File: config.mk
export PLATFORM = sky130hd
export DESIGN_NAME = fixed_16_16_divide
export DESIGN_NICKNAME = d
export VERILOG_FILES = /design/src/hw/rtl/fxdiv_pkg.sv /design/src/hw/rtl/fxdiv_rom.sv /design/src/hw/rtl/fxdiv_seq.sv /design/src/hw/rtl/fxdiv_dpath.sv /design/src/hw/rtl/fixed_16_16_divide.sv
export SDC_FILE = /design/constraint.sdc
export NUM_CORES = 1
export LEC_CHECK = 0
export BUFFER_PORTS_ARGS = -buffer_cell sky130_fd_sc_hd__buf_4
export CELL_PAD_IN_SITES_DETAIL_PLACEMENT = 1
export CELL_PAD_IN_SITES_GLOBAL_PLACEMENT = 1
export CORE_MARGIN = 8
export CORE_UTILIZATION = 40
export DETAILED_ROUTE_END_ITERATION = 16
export PLACE_DENSITY_LB_ADDON = 0.05
export SYNTH_ARGS = -nofsm -noshare
export SYNTH_HDL_FRONTEND = slang
export SYNTH_SLANG_ARGS = --single-unit
File: constraint.sdc
create_clock -name i_clk -period 8.96 [get_ports i_clk]
set_input_delay 0.896 -clock i_clk [delete_from_list [all_inputs] [get_ports i_clk]]
set_output_delay 0.896 -clock i_clk [all_outputs]
set_load 0.01 [all_outputs]
File: src/hw/rtl/fxdiv_pkg.sv
// ---------------------------------------------------------------------------
// fxdiv_pkg: shared types and constants of the 16.16 divider
// Control word layout, program step addresses and datapath flags.
// ---------------------------------------------------------------------------
package fxdiv_pkg;

    localparam int unsigned DATA_W    = 32;
    localparam int unsigned OVF_SHIFT = 14;

    localparam logic [DATA_W-1:0] QBIT_ONE = 32'h0001_0000;
    localparam logic [DATA_W-1:0] SAT_NEG  = 32'h8000_0000;
    localparam logic [DATA_W-1:0] SAT_POS  = 32'h7FFF_FFFF;

    typedef logic [2:0] t_pc;

    // program step addresses
    localparam t_pc STEP_LOAD  = 3'd0;
    localparam t_pc STEP_MAG_N = 3'd1;
    localparam t_pc STEP_MAG_D = 3'd2;
    localparam t_pc STEP_OVF   = 3'd3;
    localparam t_pc STEP_NORM  = 3'd4;
    localparam t_pc STEP_DIV   = 3'd5;
    localparam t_pc STEP_FIN   = 3'd6;

    typedef enum logic [2:0] {
        ACT_LOAD,
        ACT_MAG_N,
        ACT_MAG_D,
        ACT_OVF,
        ACT_NORM,
        ACT_DIV,
        ACT_FIN
    } t_act;

    typedef enum logic [1:0] {
        ASEL_REM,
        ASEL_REM_SH,
        ASEL_ZERO
    } t_asel;

    typedef enum logic [1:0] {
        BSEL_DV,
        BSEL_ACC,
        BSEL_REM
    } t_bsel;

    typedef enum logic [2:0] {
        COND_ALWAYS,
        COND_NO_WORD,
        COND_GE,
        COND_GT,
        COND_MORE,
        COND_OUT_BUSY
    } t_cond;

    typedef struct packed {
        t_act  act;
        t_asel asel;
        t_bsel bsel;
        t_cond cond;
        t_pc   tgt_true;
        t_pc   tgt_false;
    } t_ctrl;

    typedef struct packed {
        logic ge;
        logic gt;
        logic more;
        logic out_busy;
    } t_flags;

endpackage

File: src/hw/rtl/fxdiv_rom.sv
// ---------------------------------------------------------------------------
// fxdiv_rom: control store of the divider sequencer
// One control word per program step: action, subtractor operands, jump rule.
// ---------------------------------------------------------------------------
module fxdiv_rom (
    input  fxdiv_pkg::t_pc   i_pc,
    output fxdiv_pkg::t_ctrl o_ctrl
);

    always_comb begin
        unique case (i_pc)
            fxdiv_pkg::STEP_LOAD: begin
                o_ctrl = '{fxdiv_pkg::ACT_LOAD, fxdiv_pkg::ASEL_ZERO, fxdiv_pkg::BSEL_REM,
                           fxdiv_pkg::COND_NO_WORD, fxdiv_pkg::STEP_LOAD,
                           fxdiv_pkg::STEP_MAG_N};
            end
            fxdiv_pkg::STEP_MAG_N: begin
                o_ctrl = '{fxdiv_pkg::ACT_MAG_N, fxdiv_pkg::ASEL_ZERO, fxdiv_pkg::BSEL_REM,
                           fxdiv_pkg::COND_ALWAYS, fxdiv_pkg::STEP_MAG_D,
                           fxdiv_pkg::STEP_MAG_D};
            end
            fxdiv_pkg::STEP_MAG_D: begin
                o_ctrl = '{fxdiv_pkg::ACT_MAG_D, fxdiv_pkg::ASEL_ZERO, fxdiv_pkg::BSEL_DV,
                           fxdiv_pkg::COND_ALWAYS, fxdiv_pkg::STEP_OVF,
                           fxdiv_pkg::STEP_OVF};
            end
            fxdiv_pkg::STEP_OVF: begin
                // saturating words skip straight to the finish step
                o_ctrl = '{fxdiv_pkg::ACT_OVF, fxdiv_pkg::ASEL_REM_SH, fxdiv_pkg::BSEL_DV,
                           fxdiv_pkg::COND_GE, fxdiv_pkg::STEP_FIN,
                           fxdiv_pkg::STEP_NORM};
            end
            fxdiv_pkg::STEP_NORM: begin
                o_ctrl = '{fxdiv_pkg::ACT_NORM, fxdiv_pkg::ASEL_REM, fxdiv_pkg::BSEL_DV,
                           fxdiv_pkg::COND_GT, fxdiv_pkg::STEP_NORM,
                           fxdiv_pkg::STEP_DIV};
            end
            fxdiv_pkg::STEP_DIV: begin
                o_ctrl = '{fxdiv_pkg::ACT_DIV, fxdiv_pkg::ASEL_REM, fxdiv_pkg::BSEL_DV,
                           fxdiv_pkg::COND_MORE, fxdiv_pkg::STEP_DIV,
                           fxdiv_pkg::STEP_FIN};
            end
            fxdiv_pkg::STEP_FIN: begin
                o_ctrl = '{fxdiv_pkg::ACT_FIN, fxdiv_pkg::ASEL_ZERO, fxdiv_pkg::BSEL_ACC,
                           fxdiv_pkg::COND_OUT_BUSY, fxdiv_pkg::STEP_FIN,
                           fxdiv_pkg::STEP_LOAD};
            end
            default: begin
                o_ctrl = '{fxdiv_pkg::ACT_LOAD, fxdiv_pkg::ASEL_ZERO, fxdiv_pkg::BSEL_REM,
                           fxdiv_pkg::COND_NO_WORD, fxdiv_pkg::STEP_LOAD,
                           fxdiv_pkg::STEP_MAG_N};
            end
        endcase
    end

endmodule

File: src/hw/rtl/fxdiv_seq.sv
// ---------------------------------------------------------------------------
// fxdiv_seq: step counter of the divider
// Picks the next step from the control word's jump rule and the flags.
// ---------------------------------------------------------------------------
module fxdiv_seq (
    input  logic              i_clk,
    input  logic              i_rst_n,
    input  fxdiv_pkg::t_ctrl  i_ctrl,
    input  fxdiv_pkg::t_flags i_flags,
    input  logic              i_in_valid,
    output fxdiv_pkg::t_pc    o_pc
);

    fxdiv_pkg::t_pc r_pc;
    fxdiv_pkg::t_pc n_pc;
    logic           taken;

    always_comb begin
        unique case (i_ctrl.cond)
            fxdiv_pkg::COND_ALWAYS:   taken = 1'b1;
            fxdiv_pkg::COND_NO_WORD:  taken = !i_in_valid;
            fxdiv_pkg::COND_GE:       taken = i_flags.ge;
            fxdiv_pkg::COND_GT:       taken = i_flags.gt;
            fxdiv_pkg::COND_MORE:     taken = i_flags.more;
            fxdiv_pkg::COND_OUT_BUSY: taken = i_flags.out_busy;
            default:                  taken = 1'b1;
        endcase
        n_pc = taken ? i_ctrl.tgt_true : i_ctrl.tgt_false;
    end

    always_ff @(posedge i_clk) begin
        if (!i_rst_n) begin
            r_pc <= fxdiv_pkg::STEP_LOAD;
        end else begin
            r_pc <= n_pc;
        end
    end

    assign o_pc = r_pc;

endmodule

File: src/hw/rtl/fxdiv_dpath.sv
// ---------------------------------------------------------------------------
// fxdiv_dpath: datapath of the divider
// Operand registers, one shared 33-bit subtractor and the output register.
// ---------------------------------------------------------------------------
module fxdiv_dpath (
    input  logic              i_clk,
    input  logic              i_rst_n,
    input  fxdiv_pkg::t_ctrl  i_ctrl,
    input  logic [31:0]       i_dividend,
    input  logic [31:0]       i_divisor,
    input  logic              i_out_stall,
    output fxdiv_pkg::t_flags o_flags,
    output logic [31:0]       o_quotient,
    output logic              o_saturated,
    output logic              o_out_valid
);

    logic [31:0] r_rem, n_rem;
    logic [31:0] r_dv, n_dv;
    logic [31:0] r_qbit, n_qbit;
    logic [31:0] r_acc, n_acc;
    logic        r_neg, n_neg;
    logic        r_sat, n_sat;
    logic [31:0] r_quot, n_quot;
    logic        r_osat, n_osat;
    logic        r_ovalid, n_ovalid;

    logic [31:0] op_a;
    logic [31:0] op_b;
    logic [32:0] diff;
    logic        ge;
    logic        out_busy;
    logic        fin_fire;
    logic [31:0] rem_sub;
    logic [31:0] rem_next;
    logic [31:0] qbit_next;

    // shared subtractor
    always_comb begin
        case (i_ctrl.asel)
            fxdiv_pkg::ASEL_REM:    op_a = r_rem;
            fxdiv_pkg::ASEL_REM_SH: op_a = r_rem >> fxdiv_pkg::OVF_SHIFT;
            default:                op_a = '0;
        endcase
        case (i_ctrl.bsel)
            fxdiv_pkg::BSEL_DV:  op_b = r_dv;
            fxdiv_pkg::BSEL_ACC: op_b = r_acc;
            default:             op_b = r_rem;
        endcase
        diff = {1'b0, op_a} - {1'b0, op_b};
        ge   = !diff[32];
    end

    assign out_busy  = r_ovalid && i_out_stall;
    assign fin_fire  = (i_ctrl.act == fxdiv_pkg::ACT_FIN) && !out_busy;
    assign rem_sub   = ge ? diff[31:0] : r_rem;
    assign rem_next  = rem_sub << 1;
    assign qbit_next = r_qbit >> 1;

    assign o_flags.ge       = ge;
    assign o_flags.gt       = ge && (diff[31:0] != '0);
    assign o_flags.more     = (qbit_next != '0) && (rem_next != '0);
    assign o_flags.out_busy = out_busy;

    always_comb begin
        n_rem  = r_rem;
        n_dv   = r_dv;
        n_qbit = r_qbit;
        n_acc  = r_acc;
        n_neg  = r_neg;
        n_sat  = r_sat;
        n_quot = r_quot;
        n_osat = r_osat;
        unique case (i_ctrl.act)
            fxdiv_pkg::ACT_LOAD: begin
                n_rem = i_dividend;
                n_dv  = i_divisor;
                n_neg = i_dividend[31] ^ i_divisor[31];
            end
            fxdiv_pkg::ACT_MAG_N: begin
                if (r_rem[31]) begin
                    n_rem = diff[31:0];
                end
            end
            fxdiv_pkg::ACT_MAG_D: begin
                if (r_dv[31]) begin
                    n_dv = diff[31:0];
                end
            end
            fxdiv_pkg::ACT_OVF: begin
                if (ge) begin
                    // load the saturated value and drop the sign fix-up
                    n_acc = r_neg ? fxdiv_pkg::SAT_NEG : fxdiv_pkg::SAT_POS;
                    n_neg = 1'b0;
                    n_sat = 1'b1;
                end else begin
                    n_acc  = '0;
                    n_qbit = fxdiv_pkg::QBIT_ONE;
                    n_sat  = 1'b0;
                end
            end
            fxdiv_pkg::ACT_NORM: begin
                if (o_flags.gt) begin
                    n_dv   = r_dv << 1;
                    n_qbit = r_qbit << 1;
                end
            end
            fxdiv_pkg::ACT_DIV: begin
                n_rem  = rem_next;
                n_qbit = qbit_next;
                if (ge) begin
                    n_acc = r_acc | r_qbit;
                end
            end
            fxdiv_pkg::ACT_FIN: begin
                if (fin_fire) begin
                    n_quot = r_neg ? diff[31:0] : r_acc;
                    n_osat = r_sat;
                end
            end
            default: begin
                n_rem = r_rem;
            end
        endcase
        n_ovalid = fin_fire || out_busy;
    end

    always_ff @(posedge i_clk) begin
        r_rem  <= n_rem;
        r_dv   <= n_dv;
        r_qbit <= n_qbit;
        r_acc  <= n_acc;
        r_neg  <= n_neg;
        r_sat  <= n_sat;
        r_quot <= n_quot;
        r_osat <= n_osat;
    end

    always_ff @(posedge i_clk) begin
        if (!i_rst_n) begin
            r_ovalid <= 1'b0;
        end else begin
            r_ovalid <= n_ovalid;
        end
    end

    assign o_quotient  = r_quot;
    assign o_saturated = r_osat;
    assign o_out_valid = r_ovalid;

endmodule

File: src/hw/rtl/fixed_16_16_divide.sv
// ---------------------------------------------------------------------------
// fixed_16_16_divide: signed 16.16 fixed-point divider with saturation
// Microcoded sequencer driving a shift-subtract datapath.
// ---------------------------------------------------------------------------
// Input channel: i_in_valid / o_in_stall carry a word of i_dividend and
// i_divisor. Output channel: o_out_valid / i_out_stall carry o_quotient and
// o_saturated. A word moves on an edge where valid is high and stall low.
// One word is worked at a time; o_in_stall is high from the edge after
// acceptance until the step counter returns to its load step.
// From acceptance a word passes the magnitude steps and the overflow check;
// a saturating word (overflow or zero divisor) then goes to the finish step,
// any other word first goes through n normalising shifts of the divisor (n
// up to 14) and k shift-subtract steps (k up to 31). Every step uses the
// single shared 33-bit subtractor, which also forms the operand magnitudes
// and the final negation; the next word can be taken in the cycle after the
// result loads. The result sits in an output register, so a stalled receiver
// holds it there; the sequencer waits in its finish step only when a second
// result is ready while the first is still held.
// Reset (synchronous, active low) returns the step counter to the load step
// and empties the output register.
// ---------------------------------------------------------------------------
module fixed_16_16_divide (
    input  logic               i_clk,
    input  logic               i_rst_n,
    input  logic               i_in_valid,
    output logic               o_in_stall,
    input  logic signed [31:0] i_dividend,
    input  logic signed [31:0] i_divisor,
    output logic               o_out_valid,
    input  logic               i_out_stall,
    output logic signed [31:0] o_quotient,
    output logic               o_saturated
);

    fxdiv_pkg::t_pc    pc;
    fxdiv_pkg::t_ctrl  ctrl;
    fxdiv_pkg::t_flags flags;
    logic [31:0]       quot;

    fxdiv_rom u_rom (
        .i_pc   (pc),
        .o_ctrl (ctrl)
    );

    fxdiv_seq u_seq (
        .i_clk      (i_clk),
        .i_rst_n    (i_rst_n),
        .i_ctrl     (ctrl),
        .i_flags    (flags),
        .i_in_valid (i_in_valid),
        .o_pc       (pc)
    );

    fxdiv_dpath u_dpath (
        .i_clk       (i_clk),
        .i_rst_n     (i_rst_n),
        .i_ctrl      (ctrl),
        .i_dividend  ($unsigned(i_dividend)),
        .i_divisor   ($unsigned(i_divisor)),
        .i_out_stall (i_out_stall),
        .o_flags     (flags),
        .o_quotient  (quot),
        .o_saturated (o_saturated),
        .o_out_valid (o_out_valid)
    );

    // hold off new words outside the load step and while in reset
    assign o_in_stall = (ctrl.act != fxdiv_pkg::ACT_LOAD) || !i_rst_n;
    assign o_quotient = $signed(quot);

endmodule

Word-level counts from Yosys, hierarchy flattened:

Index checks and enable logic that the tools add are counted.
Widths: inputs -> output; s select.

* register bits: 167
* bits of input ports: 68
* output and inout port bits: 35

* add/subtract/negate cells: 1
* eq/ne operators: 25
* mux-type cells: 22
* bitwise logic cells: 2
* reductions and logical operators: 29

Operators by type and width (count)
* $mux 32: 9
* $pmux 32 s3: 3
* $pmux 32 s2: 3
* $pmux 16 s6: 1
* $reduce_bool 32->1: 3
* $sub 32x32->33: 1
* $or 32x32->32: 1
* $mux 31: 1
* $eq 3x3->1 const B: 8
* $eq 3x2->1 const B: 6
* $reduce_bool 3->1: 4
* $reduce_and 2->1: 5
* $eq 3x1->1 const B: 3
* $ne 2x1->1 const B: 3
* $ne 2x2->1 const B: 3
* $reduce_and 3->1: 2
* $pmux 1 s5: 1
* $eq 2x1->1 const B: 2
* $logic_and 1x1->1: 4
* $logic_not 1->1: 4
* $logic_not 2->1: 2
* $reduce_bool 2->1: 2
* $logic_not 3->1: 1
* $mux 3: 1
* other kinds (4): 6

Logic depth before layout (Yosys ltp):

* depth after elaboration: 10
* mapped depth: 30
* gate-level depth less buffers: 23

By module:

A second synthesis with hierarchy kept.

* cells, all modules: 1200
* area total of the unflattened synthesis: 11539.8 µm²

By module, submodules not included
* fxdiv_dpath: times used 1, cells an instance 1154, area each 11190.7 µm², seq. area each 4914.7 µm²
* fxdiv_rom: times used 1, cells an instance 26, area each 170.2 µm², seq. area each 0.0 µm²
* fxdiv_seq: times used 1, cells an instance 19, area each 168.9 µm², seq. area each 60.1 µm²
* fixed_16_16_divide: times used 1, cells an instance 1, area each 10.0 µm², seq. area each 0.0 µm²

Least setup slack after synthesis:

OpenSTA, ideal clock, no wires.

* kind: reg2reg
* start point: register u_seq.r_pc[0] (netlist: u_seq.o_pc[0])
* end point: register u_dpath.r_qbit[0], enable pin
* library setup time: 0.474 ns
* data arrival time: 7.911 ns
* data required time: 8.486 ns
* path slack: 0.575 ns
* cell stages (with the launch flop): 26
* buffers on the path: 5
* period minus slack after synthesis: 8.385 ns
* cell sequence: dfxtp_1 > clkbuf_1 > clkinv_1 > nor2_1 > clkbuf_1 > clkbuf_1 > o21ai_0 > ha_1 > nor2b_1 > clkbuf_1 > nand2_1 > clkbuf_1 > nand2_1 > a31oi_1 > ha_1 > fa_1 > nand2b_1 > a21o_1 > a2111oi_0 > and4bb_1 > a311oi_1 > or4_1 > or4b_1 > or4_4 > o21ai_1 > a221oi_1

* cells in the longest elaborated chain, start to end: 9
* elaborated cells on any way between the ends: 24

RTL lines
* start: declaration: RTL line fxdiv_seq.sv:14 `fxdiv_pkg::t_pc r_pc;`
* start signal: assignment: RTL line fxdiv_seq.sv:33 `r_pc <= fxdiv_pkg::STEP_LOAD;`
* start signal: assignment: RTL line fxdiv_seq.sv:35 `r_pc <= n_pc;`
* $eq 3x3->1 (tied with other cells): RTL line fxdiv_rom.sv:11 `unique case (i_pc)`
* $pmux 16 s6 (*): RTL line fxdiv_rom.sv:11
* $eq 2x1->1 (tied with other cells): RTL line fxdiv_dpath.sv:40 `case (i_ctrl.asel)`
* $pmux 32 s2 (on tied branches): RTL line fxdiv_dpath.sv:40, fxdiv_dpath.sv:45
* $sub 32x32->33: RTL line fxdiv_dpath.sv:50 `diff = {1'b0, op_a} - {1'b0, op_b};`
* $reduce_bool 32->1 or $logic_not 1->1 (tied branches): RTL line fxdiv_dpath.sv:61, fxdiv_dpath.sv:51
* $logic_and 1x1->1: RTL line fxdiv_dpath.sv:61 `assign o_flags.gt = ge && (diff[31:0] != '0);`
* $ne 2x2->1 (no line)
* $reduce_and 3->1 (no line) (*)
* end signal: assignment: RTL line fxdiv_dpath.sv:131 `r_qbit <= n_qbit;`
* end: declaration: RTL line fxdiv_dpath.sv:20 `logic [31:0] r_qbit, n_qbit;`

Mark *: on every way between the ends. The rest lies on a longest branch, timed or not.
A chain may end at the register's enable or synchronous reset.

Final worst setup path:

* start point: register u_seq.r_pc[2] (netlist: u_seq.o_pc[2])
* end point: register u_dpath.r_qbit[0], enable pin

The elaborated chain is that of the path after synthesis.

==> results.py <==
metrics = {
    "grt": {
        "grt_overflow_total": 0,
        "grt_max_degree": 65,
        "grt_pass1_vias": 9962,
        "antenna_found_initial": 1,
        "gr-usage-all-layers_pct": 25.3,
        "grt_pass1_wl_mm": 63.8,
    },
    "worst_setup_path": {
        "reg2reg_slack_ns": 0.91,
        "cp_data_required_time_ns": 9.11,
        "rr_worst_depth": 24,
        "arrival_ns": 8.20,
        "crit_end": "u_dpath.r_qbit[0]$_DFFE_PP_",
        "endpoint_kind": "register",
        "r2r_start": "u_seq.o_pc[2]$_SDFF_PN0_",
        "worstPathMaxFanout": 32,
        "critPathLaunchType": "register",
        "r2r_end": "u_dpath.r_qbit[0]$_DFFE_PP_",
        "path_class": "reg2reg",
        "cp-startpoint": "u_seq.o_pc[2]$_SDFF_PN0_",
    },
    "pwr": {
        "total_power_mw": 5.14,
        "p_seq_share_pct": 26.8,
        "worst_ir_drop_vdd_mv": 0.181,
        "p_sw_mw": 2.59,
        "power.leakage_nw": 5.15,
        "clkPwrFrac_pct": 14.4,
        "combPwrFrac_pct": 58.8,
        "internal-power_mw": 2.54,
        "powerDensity_nw_per_um2": 400,
        "sw_frac_of_total_pct": 50.5,
    },
    "synthesis": {
        "yosysWarnings": 0,
        "yosys_register_bits": 167,
        "synthMostInstantiatedCell": "edfxtp_1",
        "yosysSeqAreaShare_pct": 45.0,
        "synth.cell_area_um2": 11100,
        "synthDistinctLibCells": 75,
        "synth.area.top_cells": "edfxtp_1, mux2_2, nand2_1",
        "synth_fp_nets": 1246,
        "synthTopCellsByCount": "edfxtp_1, nand2_1, nor2_1",
        "synth.largest_area_cell": "edfxtp_1",
        "synth_top_area_share_pct": 44.3,
        "synthCells": 1144,
        "ys_dominant_reg_cell": "edfxtp_1",
        "syn_area_per_cell_um2": 9.66,
        "synth_edf_count": 163,
        "async_flop_share_pct": 0,
    },
    "clocking": {
        "path_clk_slew_ns": 0.08,
        "numCtsBuffers": 17,
        "cts_sinks": 167,
        "worstSkewPairLatency_ns": 0.44,
        "ctsResizeCount": 0,
        "cts_tree": "done",
        "root_buffer": "clkbuf_16",
        "cts_max_path_buffers": 2,
        "h-tree-depth": 4,
        "cts_hold_buf": 0,
        "post_cts_buffers": 0,
    },
    "route": {
        "vias": 9911,
        "vias_per_cell": 6.28,
        "routed_wl_mm": 42.8,
        "firstDrtPassIters": 9,
        "antenna_left": 0,
        "route.detailed.drc": 0,
        "routedWlPerCell_um": 27.1,
        "drt-initial-drc-count": 916,
    },
    "floorplanning": {
        "dieArea_um2": 33200,
        "top_level_ports": 103,
        "rows": 61,
        "core_um2": 27500,
        "start_util_pct": 40.2,
        "die_h_um": 182,
        "die_w_um": 182,
    },
    "final_layout": {
        "register_area_um2": 4970,
        "diodes": 0,
        "multi_input_area_um2": 5690,
        "layout-drive-gt1-share_pct": 20.5,
        "final_cells": 1579,
        "final.fill_count": 3109,
        "finalNetCount": 1322,
        "area_delta_synth_final_pct": 16.3,
    },
    "sta": {
        "hold_ws_ns": 0.422,
        "max_slew_margin_pct": 15.7,
        "fin_crit_ns": 8.05,
        "finalHoldViolCount": 0,
        "tightest_slew_ns": 1.26,
        "fin_setup_tns_ns": 0,
        "slew_viol_final": 0,
        "fin_ws_ns": 0.905,
        "finClkSkew_ns": 0.0224,
        "finalSetupViolations": 0,
        "clock.fmax_mhz": 124,
        "rsz0062_at_grt": "false",
        "period_share_pct": 89.9,
    },
    "placement": {
        "port_buffers": 102,
        "pre_cts_slack_ns": 1.06,
        "gp_congestion": 0.896,
        "place_hpwl_mm": 31.5,
        "placed_cells": 1547,
    },
    "worst_hold_path": {
        "hp-class": "reg2reg",
    },
    "run_status": {
        "outcome": "complete, no violations",
    },
    "run": {
        "drv_cap": 0,
    },
}
## flip-flops by register name, indices dropped and copies added (netlist names), named ones only
signal	cells
u_seq.o_pc	2
u_dpath.o_out_valid	1
u_dpath.r_neg	1
u_dpath.r_dv	32
u_dpath.r_qbit	32
u_dpath.r_sat	1
u_dpath.r_rem	32
u_dpath.o_quotient	32
u_dpath.r_acc	32
u_dpath.o_saturated	1
## cell usage in the layout, fill, tap and decap left out, types with 15 or more instances in the layout
| cell | n |
|---|---|
| edfxtp_1 | 163 |
| nand2_1 | 158 |
| buf_4 | 135 |
| nor2_1 | 102 |
| o21ai_0 | 98 |
| mux2_2 | 54 |
| a22o_1 | 46 |
| a21oi_1 | 43 |
| inv_1 | 37 |
| nand3_1 | 34 |
| ha_1 | 33 |
| a222oi_1 | 28 |
| a221oi_1 | 27 |
| and2_1 | 21 |
| clkbuf_16 | 17 |
| nor4_1 | 16 |
| xnor2_1 | 15 |
## power by group through the flow
stage / Combinational [mW] / Clock [mW] / Sequential (mW)
4_1_cts: 2.97 / 0.755 / 1.37
3_3_place_gp: 2.93 / 0 / 1.38
2_1_floorplan: 1.93 / 0 / 1.29
6_report: 3.02 / 0.741 / 1.37
5_1_grt: 3.24 / 0.776 / 1.39
3_5_place_dp: 2.95 / 0 / 1.38
## layout make-up
cell class,instances,area share (%)
multi-input cells,860,44.3
flip-flops and latches,167,38.7
repair buffers,136,8.04
well taps,346,3.37
clock buffers,17,3.31
clock inverters,15,1.20
inverters,38,1.11
## critical path, stage by stage, from the launching register on
cell and delay (ns):
dfxtp_1 0.78, nor2_1 0.24, nand2_1 0.18, o21a_1 0.15, ha_1 0.58, inv_1 0.15
nand2_1 0.43, nor2_2 0.17, buf_4 0.21, buf_4 0.16, nand2_1 0.07, a31oi_1 0.09
ha_1 0.28, fa_1 0.46, nand2b_1 0.22, a21oi_2 0.26, o21ai_0 0.20, a21oi_1 0.39
xor2_1 0.32, or4_1 0.54, or4b_1 0.53, or4_4 0.46, o21ai_1 0.42, a221oi_4 0.12
buf_4 0.31
## through the flow
| step | util (%) | area [um2] |
|---|---|---|
| 6_report | 46.8 | 12900 |
| 5_1_grt | 46.8 | 12900 |
| 4_1_cts | 46.8 | 12900 |
| 3_5_place_dp | 44.7 | 12300 |
| 3_3_place_gp | 44.7 | 12300 |
| 2_1_floorplan | - | 11100 |
## layer usage
metal	part of all wire [%]	global-route usage, %	up-vias	routed length, um
li1	-	-	4512	-
met1	46	35.3	5027	19500
met2	46	39.8	326	19800
met3	5.6	3.64	46	2410
met4	2.5	8.20	0	1060
met5	0	0	-	0
## cell families after synthesis
group	Yosys count	share of synthesized area, %
AO/OA/AOI/OAI	347	22.5
XOR/XNOR	24	1.90
adder cells (fa/ha/maj)	34	3.92
buffers and inverters	117	4.31
flip-flops	167	45.0
multiplexers	64	6.41
AND/OR/NAND/NOR	391	16.0
## worst min-delay path by stage
stage / from / end / slack, ns / cells past startpoint
2_1_floorplan: u_dpath.r_sat$_DFFE_PP_ / u_dpath.o_saturated$_DFFE_PP_ / 0.40 / 0
3_3_place_gp: u_dpath.r_sat$_DFFE_PP_ / u_dpath.o_saturated$_DFFE_PP_ / 0.41 / 0
3_5_place_dp: u_dpath.r_sat$_DFFE_PP_ / u_dpath.o_saturated$_DFFE_PP_ / 0.42 / 0
4_1_cts: u_dpath.r_sat$_DFFE_PP_ / u_dpath.o_saturated$_DFFE_PP_ / 0.43 / 0
5_1_grt: u_dpath.r_sat$_DFFE_PP_ / u_dpath.o_saturated$_DFFE_PP_ / 0.44 / 0
6_report: u_dpath.r_sat$_DFFE_PP_ / u_dpath.o_saturated$_DFFE_PP_ / 0.42 / 0
No activity file was read; power rests on OpenSTA's default activity.
